`src/rtl/core/p80_pkg.sv`:
```
package p80_pkg;

    localparam int BLOCK_W = 64;
    localparam int KEY_W   = 80;
    localparam int KHI_W   = 16;
    localparam int RC_W    = 5;
    localparam int ADDR_W  = 4;
    localparam int DATA_W  = 64;

    typedef logic [BLOCK_W-1:0] block_t;
    typedef logic [KEY_W-1:0]   key_t;
    typedef logic [RC_W-1:0]    rc_t;

    // register select, taken from paddr bit 3 (8-byte spacing)
    typedef enum logic
    {
        REG_KEY_LOW  = 1'b0,
        REG_KEY_HIGH = 1'b1
    } reg_sel_t;

    localparam logic [3:0] SBOX [16] = '{
        4'hC, 4'h5, 4'h6, 4'hB, 4'h9, 4'h0, 4'hA, 4'hD,
        4'h3, 4'hE, 4'hF, 4'h8, 4'h4, 4'h7, 4'h1, 4'h2
    };

    // 4-bit substitution
    function automatic logic [3:0] sbox4(input logic [3:0] x);
        return SBOX[x];
    endfunction

    // substitution on all 16 nibbles
    function automatic block_t sub_layer(input block_t x);
        block_t r;
        r = '0;
        for (int n = 0; n < 16; n++)
        begin
            r[4*n +: 4] = sbox4(x[4*n +: 4]);
        end
        return r;
    endfunction

    // bit i goes to 16*i mod 63, bit 63 stays
    function automatic block_t perm_layer(input block_t x);
        block_t r;
        r = '0;
        for (int i = 0; i < BLOCK_W; i++)
        begin
            if (i == BLOCK_W - 1)
            begin
                r[BLOCK_W-1] = x[i];
            end
            else
            begin
                r[(i * 16) % 63] = x[i];
            end
        end
        return r;
    endfunction

    // round key is key bits 79..16
    function automatic block_t round_key(input key_t k);
        return k[KEY_W-1 -: BLOCK_W];
    endfunction

endpackage

```
`src/rtl/core/p80_round_cell.sv`:
```
module p80_round_cell #(
    parameter int ROUND_NUM = 1
) (
    input  logic            clk,
    input  logic            rst_n,
    input  logic            in_valid,
    output logic            in_ready,
    input  p80_pkg::block_t in_state,
    input  p80_pkg::key_t   in_key,
    output logic            out_valid,
    input  logic            out_ready,
    output p80_pkg::block_t out_state,
    output p80_pkg::key_t   out_key
);
    import p80_pkg::*;

    localparam rc_t RoundBits = RC_W'(ROUND_NUM);

    logic   valid_reg;
    block_t state_reg;
    key_t   key_reg;
    block_t state_next;
    key_t   key_next;
    key_t   key_rot;

    // key schedule: rotate left 61, s-box on top nibble, round number into 19..15
    always_comb
    begin
        key_rot = {in_key[18:0], in_key[KEY_W-1:19]};
        key_next = key_rot;
        key_next[KEY_W-1 -: 4] = sbox4(key_rot[KEY_W-1 -: 4]);
        key_next[19:15] = key_rot[19:15] ^ RoundBits;
    end

    // round datapath
    assign state_next = perm_layer(sub_layer(in_state)) ^ round_key(key_next);

    // cell takes a word when empty or when its neighbor takes the held one
    assign in_ready = !valid_reg || out_ready;

    always_ff @(posedge clk or negedge rst_n)
    begin
        if (!rst_n)
        begin
            valid_reg <= 1'b0;
        end
        else if (in_ready)
        begin
            valid_reg <= in_valid;
        end
    end

    // payload
    always_ff @(posedge clk)
    begin
        if (in_ready && in_valid)
        begin
            state_reg <= state_next;
            key_reg   <= key_next;
        end
    end

    assign out_valid = valid_reg;
    assign out_state = state_reg;
    assign out_key   = key_reg;

endmodule

```
`config.mk`:
```
export PLATFORM = sky130hd
export DESIGN_NAME = p80_round_cell
export DESIGN_NICKNAME = d
export VERILOG_FILES = /design/src/rtl/core/p80_pkg.sv /design/src/rtl/core/p80_round_cell.sv
export SDC_FILE = /design/constraint.sdc
export NUM_CORES = 1
export LEC_CHECK = 0
export ABC_AREA = 1
export BUFFER_PORTS_ARGS = -buffer_cell sky130_fd_sc_hd__buf_2
export CORE_MARGIN = 5
export CORE_UTILIZATION = 35
export CTS_CLUSTER_SIZE = 8
export DETAILED_ROUTE_END_ITERATION = 16
export GPL_TIMING_DRIVEN = 1
export REMOVE_ABC_BUFFERS = 1
export SLEW_MARGIN = 20
export SYNTH_ARGS = -nofsm -noshare
export SYNTH_HDL_FRONTEND = slang
export SYNTH_SLANG_ARGS = --single-unit
```
`constraint.sdc`:
```
create_clock -name clk -period 8.4 [get_ports clk]
set_input_delay 0.84 -clock clk [delete_from_list [all_inputs] [get_ports clk]]
set_output_delay 0.84 -clock clk [all_outputs]
set_load 0.02 [all_outputs]
```
# Word-level counts from Yosys, hierarchy flattened
# Memories as Yosys holds them, arrays and structs flattened.
# Index checks and enable logic that the tools add are counted.
# word_totals
ff_bits	145
latch_bits	0
ram_bits	0
romBits	1088
input_bits	148
word_cells	93
n_memories	17
# mem_list
memory	depth	word_bits	read_ports	rd_clocked_by_memory_dff	write_ports	line	source
(no name shown)	16	4	1	0	0	p80_pkg.sv:28	return SBOX[x];
(no name shown)	16	4	1	0	0	p80_pkg.sv:28	
(no name shown)	16	4	1	0	0	p80_pkg.sv:28	
(no name shown)	16	4	1	0	0	p80_pkg.sv:28	
(no name shown)	16	4	1	0	0	p80_pkg.sv:28	
(no name shown)	16	4	1	0	0	p80_pkg.sv:28	
+11 memories	--	--	--	--	--	--	
# classes
n_addsub	0
mul	0
n_div	0
magnitude_cmp	17
n_eq_ne	0
shifts	0
mux	34
n_bitwise	19
reduce_logical	3
# ops
op	count
$mux 4	34
$ge 5x5->1 const B	17
$not 4->5	17
$xor 64x64->64	1
$logic_and 1x1->1	1
$logic_not 1->1	1
$logic_or 1x1->1	1
$not 1->1	1

# Logic depth before layout (Yosys ltp)
# Gate-level depths: netlist of run 1.
# logic_depth
word_depth	5
ltp_mapped	9
ltp_nobuf	9

# Worst setup path before layout of run 1
# No wires, ideal clock.
# synth_path
kind	in2reg
start	input in_valid
end	register key_reg[0] (netlist: out_key[0]) (enable)
setup_ns	0.695
arrival_ns	7.809
required_ns	7.705
setup_slack_ns	-0.104
cell_stages	2
path_buffers	0
path_cell_list	inv_1 > a21oi_1
# synth_via
elab_chain_cells	1
# synth_rtl
element	line	source
start: declaration	p80_round_cell.sv:6	input logic in_valid,
$logic_and 1x1->1	p80_round_cell.sv:56	if (in_ready && in_valid)
end signal: assignment	p80_round_cell.sv:59	key_reg <= key_next;
end: declaration	p80_round_cell.sv:21	key_t key_reg;
# Every way passes these cells.
# A chain may end at the register's enable or synchronous reset.

# Worst setup path after layout of run 1
# layout_path
start	input out_ready
end	register state_reg[27] (netlist: out_state[27]) (enable)
# layout_via
elab_chain_cells	2
# layout_rtl
element	line	source
start: declaration	p80_round_cell.sv:11	input logic out_ready,
$logic_or 1x1->1	p80_round_cell.sv:39	assign in_ready = !valid_reg || out_ready;
$logic_and 1x1->1	p80_round_cell.sv:56	
end signal: assignment	p80_round_cell.sv:58	state_reg <= state_next;
end: declaration	p80_round_cell.sv:20	block_t state_reg;
# Every way passes these cells.

==> out/qor.csv, run 1 <==
metric,value,unit
placed insts,1718,
"Hold Vio Cnt, Final",0,
HP Class,in -> async,
sequential-to-total area share from yosys stat,46.50,%
launching point of the worst reg2reg path,out_valid,
port buffer count,293,
Rows,59,
measured slew at the worst slew-check pin,830.1,ps
fraction of synthesized cell area in xor and xnor cells,0,%
CTS tree,done,
YS warnings,0,
final WL,21960,um
Crit Path Category,in -> reg,
cells resized by post-CTS repair,0,
met3 usage in global routing,4.035,%
Layout Nets,1651,
Mapped Area,9354,sq um
Die W,173.5,um
fraction of layout cells with a size suffix above 1,26.69,%
crit path max fanout,63,
mux share of post-synthesis cell area,0,%
critical path launch point type,primary input,
MaxCap Viol Count,0,
largest net degree at the start of global routing,84,
clk buf depth,2,
first-pass GRT wire length,35960,um
area of the core,26210,sq um
Lkg Pwr,0.006132,uW
Final Max Tran Viols,0,
status,completed,
logic gate share of total power,19.5,%
met1 GRT Util,17.21,%
wire length per cell,12.54,um
hold-fix buffers at CTS,0,
switching power,592.8,uW
Internal Power,1435,uW
critical path launch point,out_ready,
final instance count without filler cells,1752,
Synth Area in Simple Gates,27.10,%
share of power burned in registers,42.9,%
Critical Path End Type,register,
fin crit share,29.72,%
"Req. time, crit path",8480,ps
vias in the first global route,7318,
Syn Area/Cell,8.465,sq um
RR Endpoint,out_state[27],
P per Cell Area,173.4,nW/um^2
final setup TNS,0,ps
vias per cell,4.482,
area share of fa/ha/maj cells after synthesis,13.38,%
Worst Reg-to-Reg Cells,4,
grt ovf,0,
via count,7852,
Slew Limit Headroom,44.66,%
Cells after Synth,1105,
Clock power frac,37.6,%
Fmax,400.5,MHz
initial antenna violation count,4,
initial core utilization,35.69,%
DR iter-0 viols,363,
postcts setup bufs,0,
DP HPWL,17160,um
antenna-violating nets left,0,
Switching Fraction,29.24,%
Seq cells post-synth,145,
drt first pass iters,4,
crit path time final,2497,ps
die area,30100,sq um
Area Overhead vs Synth,24.99,%
Final setup viols,0,
crit path capture,out_state[27],
Top Usage Layer GRT,met2,
R2R Setup Slk,6010,ps
unrepaired setup endpoints after global routing,no,
peak supply drop,0.1093,mV
Netlist cell types,20,
compound-gate portion of the synthesized area,3.157,%
Final Skew,8.737,ps
GPL Wtd Cong,0.8553,
main combinational cell family by area after synthesis,simple AND/OR/NAND/NOR gates,
I/O Pins,294,
# DRC,0,
level count of the clock H-tree,4,
Clock Tree Root,clkbuf_16,
cts bufs inserted,17,
Clock Latency Late Sink,420,ps
grt met2 use,25.63,%
Worst EP arrival,2580,ps
Tot GR Track Use,14.41,%
# clock sinks,145,
clk slew on worst S/H paths,60,ps
Vert. Die Dim,173.5,um
-- registers in the layout, summed over array words and instances (netlist names) --
| signal | cells |
|---|---|
| out_valid | 1 |
| out_state | 64 |
| out_key | 80 |
-- per-stage QoR --
step / cell area [sq um] / power [uW] / hold WS [ps] / worst slack, ps / util (%)
final: 11690 / 2027 / 188.6 / 5903 / 44.61
after global routing: 11690 / 2144 / 156.9 / 5769 / 44.61
after CTS: 11660 / 2058 / 161.2 / 5611 / 44.50
after detailed placement: 11080 / 1285 / 580.5 / 5151 / 42.27
after global placement: 11080 / 1277 / 553.3 / 5199 / 42.27
after floorplan: 9166 / 1142 / 544.4 / -104.5 / -
-- area by class of cell --
class | count | area, sq um
fill | 2580 | 14520
sequential | 145 | 4349
multi-input combinational | 757 | 4093
timing repair buffer | 296 | 1509
inverter | 186 | 735.7
clock buffer | 17 | 425.4
tap | 335 | 419.2
clock inverter | 15 | 157.7
antenna | 1 | 2.502
-- placed cells by master (no fill, tap or decap), types with 3 or more instances in the layout --
master       n
inv_6        6
nand2_2     20
clkinv_4     3
ha_1       100
nor2_1      30
clkbuf_16   17
o21ai_0     16
edfxtp_1   144
nand3_1    162
o21ai_1     11
inv_4       13
nand2_1    387
buf_2      293
a21oi_1     13
o211ai_1    12
inv_1      156
inv_2       16
-- power by group through the flow --
stage	Sequential [uW]	Combinational (uW)	Clock [uW]
global route	875	450	819
finish	871	395	762
detailed placement	887	398	0
global placement	886	390	0
floorplan	959	183	0
CTS	872	398	787
-- worst max-delay path, stage by stage --
cell and delay [ps]:
buf_2 70, inv_1 60, a21oi_4 110, buf_4 650
buf_4 440, buf_16 320
-- routing by layer --
metal / vias up / part of all wire (%)
li1: 4152 / -
met1: 3497 / 43
met2: 180 / 50
met3: 17 / 5.8
met4: 6 / 1.1
met5: - / 0.13
-- Yosys cell counts, drive strengths merged --
cell      n  area (sq um)
nand2   407          1578
inv     186         735.7
nand3   162         810.8
edfxtp  144          4324
ha      100          1251
nor2     31         118.9
o21ai    27         135.1
buf      17         187.7
a21oi    14         70.07
o211ai   12         90.09
nand3b    2         15.01
nand4     2         12.51
dfrtp     1         25.02
-- how the worst min path moves through the flow --
stage,from,endpoint,slack [ps],cells past startpoint
6_report,rst_n,out_valid,190,1
5_1_grt,rst_n,out_valid,160,1
4_1_cts,rst_n,out_valid,160,1
3_5_place_dp,out_valid,out_valid,580,2
3_3_place_gp,out_valid,out_valid,550,2
2_1_floorplan,rst_n,out_valid,540,0
-- kinds of logic (layout without fill, tap and decap cells) --
family / after synthesis / in the layout
simple gates: 604 / 604
fa+ha+maj: 100 / 100
other cells: 0 / 1
flops: 145 / 145
compound gates: 53 / 53
buf+inv: 203 / 514
No activity file was read; power rests on OpenSTA's default activity.
==> inputs of run 2 (changes only) <==
- clock period: 8.4 -> 2 ns (I/O delays scaled with it)
==> run 2 against run 1 <==
Compared with the run above: core utilization rose by 2.8 points; first-iteration DRC count decreased by 2.5%; non-clock buffer count is 73 higher; sequential share of layout area fell by 2.2 points; register-to-register slack got worse by 5400 ps; sequential power grew to 4.2 times the previous value; clock power rose to 4.1 times the previous value; via count up 3.2%; critical path depth shrank 1; clock-buffer cell count is 2 higher.
==> out/qor.csv, run 2 (synthesis results as in run 1) <==
metric,value,unit
CTS tree,done,
Area Overhead vs Synth,32.74,%
initial antenna violation count,1,
status,completed,
Vert. Die Dim,173.5,um
Critical Path End Type,register,
fill cell count,2470,
Die W,173.5,um
level count of the clock H-tree,4,
crit path max fanout,71,
peak supply drop,0.4611,mV
GPL Wtd Cong,0.8446,
Post-Route Hold Slack,22.97,ps
final setup TNS,0,ps
vias in the first global route,7810,
Crit Path Category,in -> reg,
die area,30100,sq um
Final setup viols,0,
initial core utilization,35.69,%
Slew Limit Headroom,72.56,%
critical path launch point type,primary input,
fin area,12420,sq um
port buffer count,293,
unrepaired setup endpoints after global routing,no,
Placed Area,11100,sq um
# DRC,0,
Clock Latency Late Sink,410,ps
"Req. time, crit path",2060,ps
Final Skew,5.705,ps
grt ovf,0,
antenna-violating nets left,0,
vias per cell,4.442,
area occupied by multi-input gates,4093,sq um
wire length per cell,12.24,um
HP Class,in -> reg,
DP HPWL,17230,um
Clock Tree Root,clkbuf_16,
area of the core,26210,sq um
fraction of layout cells with a size suffix above 1,25.32,%
WHS Path Cells,1,
fin crit share,71.18,%
Layout Nets,1724,
clk slew on worst S/H paths,50,ps
Lkg Pwr,0.006431,uW
MaxCap Viol Count,0,
Tot GR Track Use,14.73,%
clk buf depth,2,
P per Cell Area,689.7,nW/um^2
via count,8107,
postcts setup bufs,0,
"commonest non-fill, non-tap cells in the layout","387 x nand2_1, 293 x buf_2, 162 x nand3_1",
"commonest non-fill, non-tap cell in the layout",nand2_1,
"Hold Vio Cnt, Final",0,
DR iter-0 viols,354,
drt first pass iters,5,
Fmax,702.5,MHz
Worst Reg-to-Reg Cells,2,
cts bufs inserted,17,
Rows,59,
final WL,22340,um
first-pass GRT wire length,37230,um
Worst EP arrival,1480,ps
Final Max Tran Viols,0,
FF/Latch Area,4349,sq um
Post-Route Utilization,47.38,%
measured slew at the worst slew-check pin,411.6,ps
largest net degree at the start of global routing,74,
I/O Pins,294,
crit path time final,1424,ps
max reg flops,80,
# clock sinks,145,
-- run 2: changes by cell type in the layout (fill, tap and decap cells not counted) --
cell           previous run  this run
clkinv_2                  1         4
clkinv_1                  2         0
clkbuf_1                  0         2
dlygate4sd3_1             0        74
buf_4                     2         0
inv_6                     6         3
clkinv_4                  3         2
buf_16                    1         0
clkinvlp_4                2         3
buf_12                    0         2
-- run 2: metrics by stage --
step / power (uW) / setup slack, ps / cells
global route: 9058 / 524.1 / 1825
finish: 8565 / 576.5 / 1825
floorplan: 4798 / -6139 / 1088
CTS: 8708 / 578.3 / 1824
detailed placement: 5400 / 572.5 / 1718
global placement: 5369 / 599.8 / 1718
-- run 2: what timing repair did --
action | 4_1_cts | 5_1_grt
resized for setup | 0 | 0
hold buffers | 74 | 0
endpoints found under the hold margin | 74 | 0
-- run 2: worst paths after layout --
path | start | to | slack (ps)
max | in_valid | out_state[15] | 580
max in group asynchronous | rst_n | out_valid | 1820
min reg2reg | out_valid | out_valid | 580
max reg2reg | out_valid | out_state[15] | 580
min in group asynchronous | rst_n | out_valid | 100
min | in_key[50] | out_key[31] | 20
-- run 2: worst max-delay path, cell delays in order --
cell and delay, ps:
dlygate4sd3_1 520, buf_2 90, inv_1 60, a21oi_4 180, buf_12 350
-- run 2: area by class of cell --
| class | count | area share, % |
|---|---|---|
| clock inverter | 13 | 1.108 |
| multi-input combinational | 757 | 32.96 |
| timing repair buffer | 369 | 18.10 |
| tap | 335 | 3.376 |
| antenna | 1 | 0.02015 |
| inverter | 186 | 5.925 |
| sequential | 145 | 35.03 |
| clock buffer | 19 | 3.486 |
-- run 2: report_power, final --
part	total [uW]	switching, uW	internal (uW)	leakage [uW]
Combinational	1780	1120	659	0.00477
Sequential	3660	47.0	3610	0.00139
Clock	3130	1290	1840	0.000274
-- run 2: layer usage --
metal	share of wire (%)	track usage, %
met5	0	0
met1	43	17.91
met2	50	25.85
met4	1.4	3.858
met3	6.1	3.991
==> inputs of run 3 (changes only) <==
- clock period: 2 -> 1.3 ns (I/O delays scaled with it)
==> run 3 against run 2 <==
Compared with the run above: global-route usage is 1.3 points higher; final area grew 6.0%; die area is the same; highest routed layer unchanged; setup slack lost 550 ps; register-to-register slack worse by 550 ps; via count is 5.1% higher; total power grew 61%; combinational power rose by 69%; sequential share of layout area is 2.0 points lower; clock-buffer cell count is 1 lower; first-iteration DRC count is 26% higher.
==> out/qor.csv, run 3 (synthesis results as in run 1) <==
metric,value,unit
Vert. Die Dim,173.5,um
HP Class,in -> reg,
Die W,173.5,um
post-route setup slack,27.15,ps
grt ovf,0,
crit path max fanout,2,
Rows,59,
Slew Limit Headroom,85.01,%
DP HPWL,18850,um
"commonest non-fill, non-tap cells in the layout","386 x nand2_1, 292 x buf_2, 162 x nand3_1",
crit path time final,1273,ps
DR iter-0 viols,447,
Lkg Pwr,0.006866,uW
measured slew at the worst slew-check pin,224.8,ps
Area Overhead vs Synth,40.72,%
fin crit share,97.91,%
GPL Wtd Cong,0.8647,
Clock Latency Late Sink,420,ps
critical path launch point type,register,
antenna-violating nets left,0,
Fmax,785.6,MHz
initial core utilization,35.69,%
placed insts,1791,
CTS tree,done,
vias per cell,4.470,
unrepaired setup endpoints after global routing,yes,
vias in the first global route,8285,
area of the core,26210,sq um
clk buf depth,2,
hold endpoint,out_state[59],
Final Max Tran Viols,0,
max reg flops,80,
Worst Reg-to-Reg Cells,3,
port buffer count,293,
Layout Nets,1805,
# clock sinks,145,
via count,8524,
die area,30100,sq um
largest net degree at the start of global routing,20,
Tot GR Track Use,15.99,%
area occupied by multi-input gates,4100,sq um
initial antenna violation count,2,
P per Cell Area,1046,nW/um^2
RR Endpoint,out_key[39],
Critical Path End Type,output pin,
fill cell count,2431,
final instance count without filler cells,1907,
peak supply drop,0.8221,mV
Worst EP arrival,1140,ps
"commonest non-fill, non-tap cell in the layout",nand2_1,
Crit Path Category,reg -> out,
status,completed,
# DRC,0,
FF/Latch Area,4349,sq um
level count of the clock H-tree,4,
DP Worst Slack,-14.97,ps
first-pass GRT wire length,39980,um
Final setup viols,0,
"Hold Vio Cnt, Final",0,
fraction of layout cells with a size suffix above 1,28.85,%
drt first pass iters,5,
wire length per cell,12.70,um
WHS Path Cells,4,
final WL,24210,um
R2R Setup Slk,30,ps
"Req. time, crit path",1170,ps
I/O Pins,294,
Final Skew,8.091,ps
MaxCap Viol Count,0,
launching point of the worst reg2reg path,out_valid,
clk slew on worst S/H paths,60,ps
Worst Hold Launch,in_state[47],
Clock Tree Root,clkbuf_16,
cts bufs inserted,17,
==> run 3: cell types whose count changed in the layout (fill, tap and decap cells not counted), moves of 3 or more <==
| cell | before | now |
|---|---|---|
| buf_4 | 0 | 68 |
| buf_12 | 2 | 7 |
| dlygate4sd3_1 | 74 | 80 |
| clkinv_2 | 4 | 0 |
| buf_6 | 0 | 3 |
==> run 3: area by class of cell <==
cell class,count,share of cell area (%)
Antenna cell,2,0.03802
Tap cell,335,3.184
Clock inverter,14,1.350
Sequential cell,145,33.04
Inverter,186,5.589
Clock buffer,18,3.260
Multi-Input combinational cell,757,31.15
Timing Repair Buffer,450,22.39
==> run 3: routing by layer <==
layer	track usage, %	part of all wire (%)	routed length (um)
met2	28.65	51	12390
met4	5.720	2.1	499
met3	3.991	5.4	1306
met5	0	0	0
met1	18.53	41	10020
==> run 3: power breakdown <==
group	internal, uW	total (uW)	leakage [uW]	switching, uW
clock	3060	5140	0.000293	2080
sequential	5550	5630	0.00139	80.4
combinational	1210	3000	0.00519	1790
total	9820	13800	0.00687	3950
==> run 3: per-stage QoR <==
stage	utilization [%]	power [uW]	hold WS, ps	area [sq um]	setup TNS [ps]
2_1_floorplan	-	7381	-165.6	9166	-984850
3_3_place_gp	44.70	8489	-91.39	11710	0
3_5_place_dp	44.70	8546	-90.81	11710	-73.59
4_1_cts	50.15	13920	113.8	13140	0
5_1_grt	50.23	14480	143.5	13160	-127.4
6_report	50.23	13770	137.3	13160	0
==> run 3: worst max path at each step <==
stage	slack, ps	startpoint	to	cells after the start
2_1_floorplan	-6840	out_valid	out_key[0]	1
3_5_place_dp	-10	in_state[52]	out_state[13]	8
5_1_grt	-20	out_valid	in_ready	3
3_3_place_gp	20	out_valid	out_key[5]	3
4_1_cts	2	out_valid	in_ready	3
6_report	30	out_valid	in_ready	3
==> run 3: critical path: stages (launching register included) <==
cell and delay, ps:
dfrtp_1 420, buf_6 140, nand2_4 60, buf_6 110
==> run 3: repair_timing <==
action / in CTS / in global routing
hold endpoints to repair: 80 / 0
hold buffers: 80 / 0
endpoints found under the setup margin: 16 / 46
buffers inserted: 1 / 1
pin swaps: 1 / 0
gates resized for setup: 4 / 3
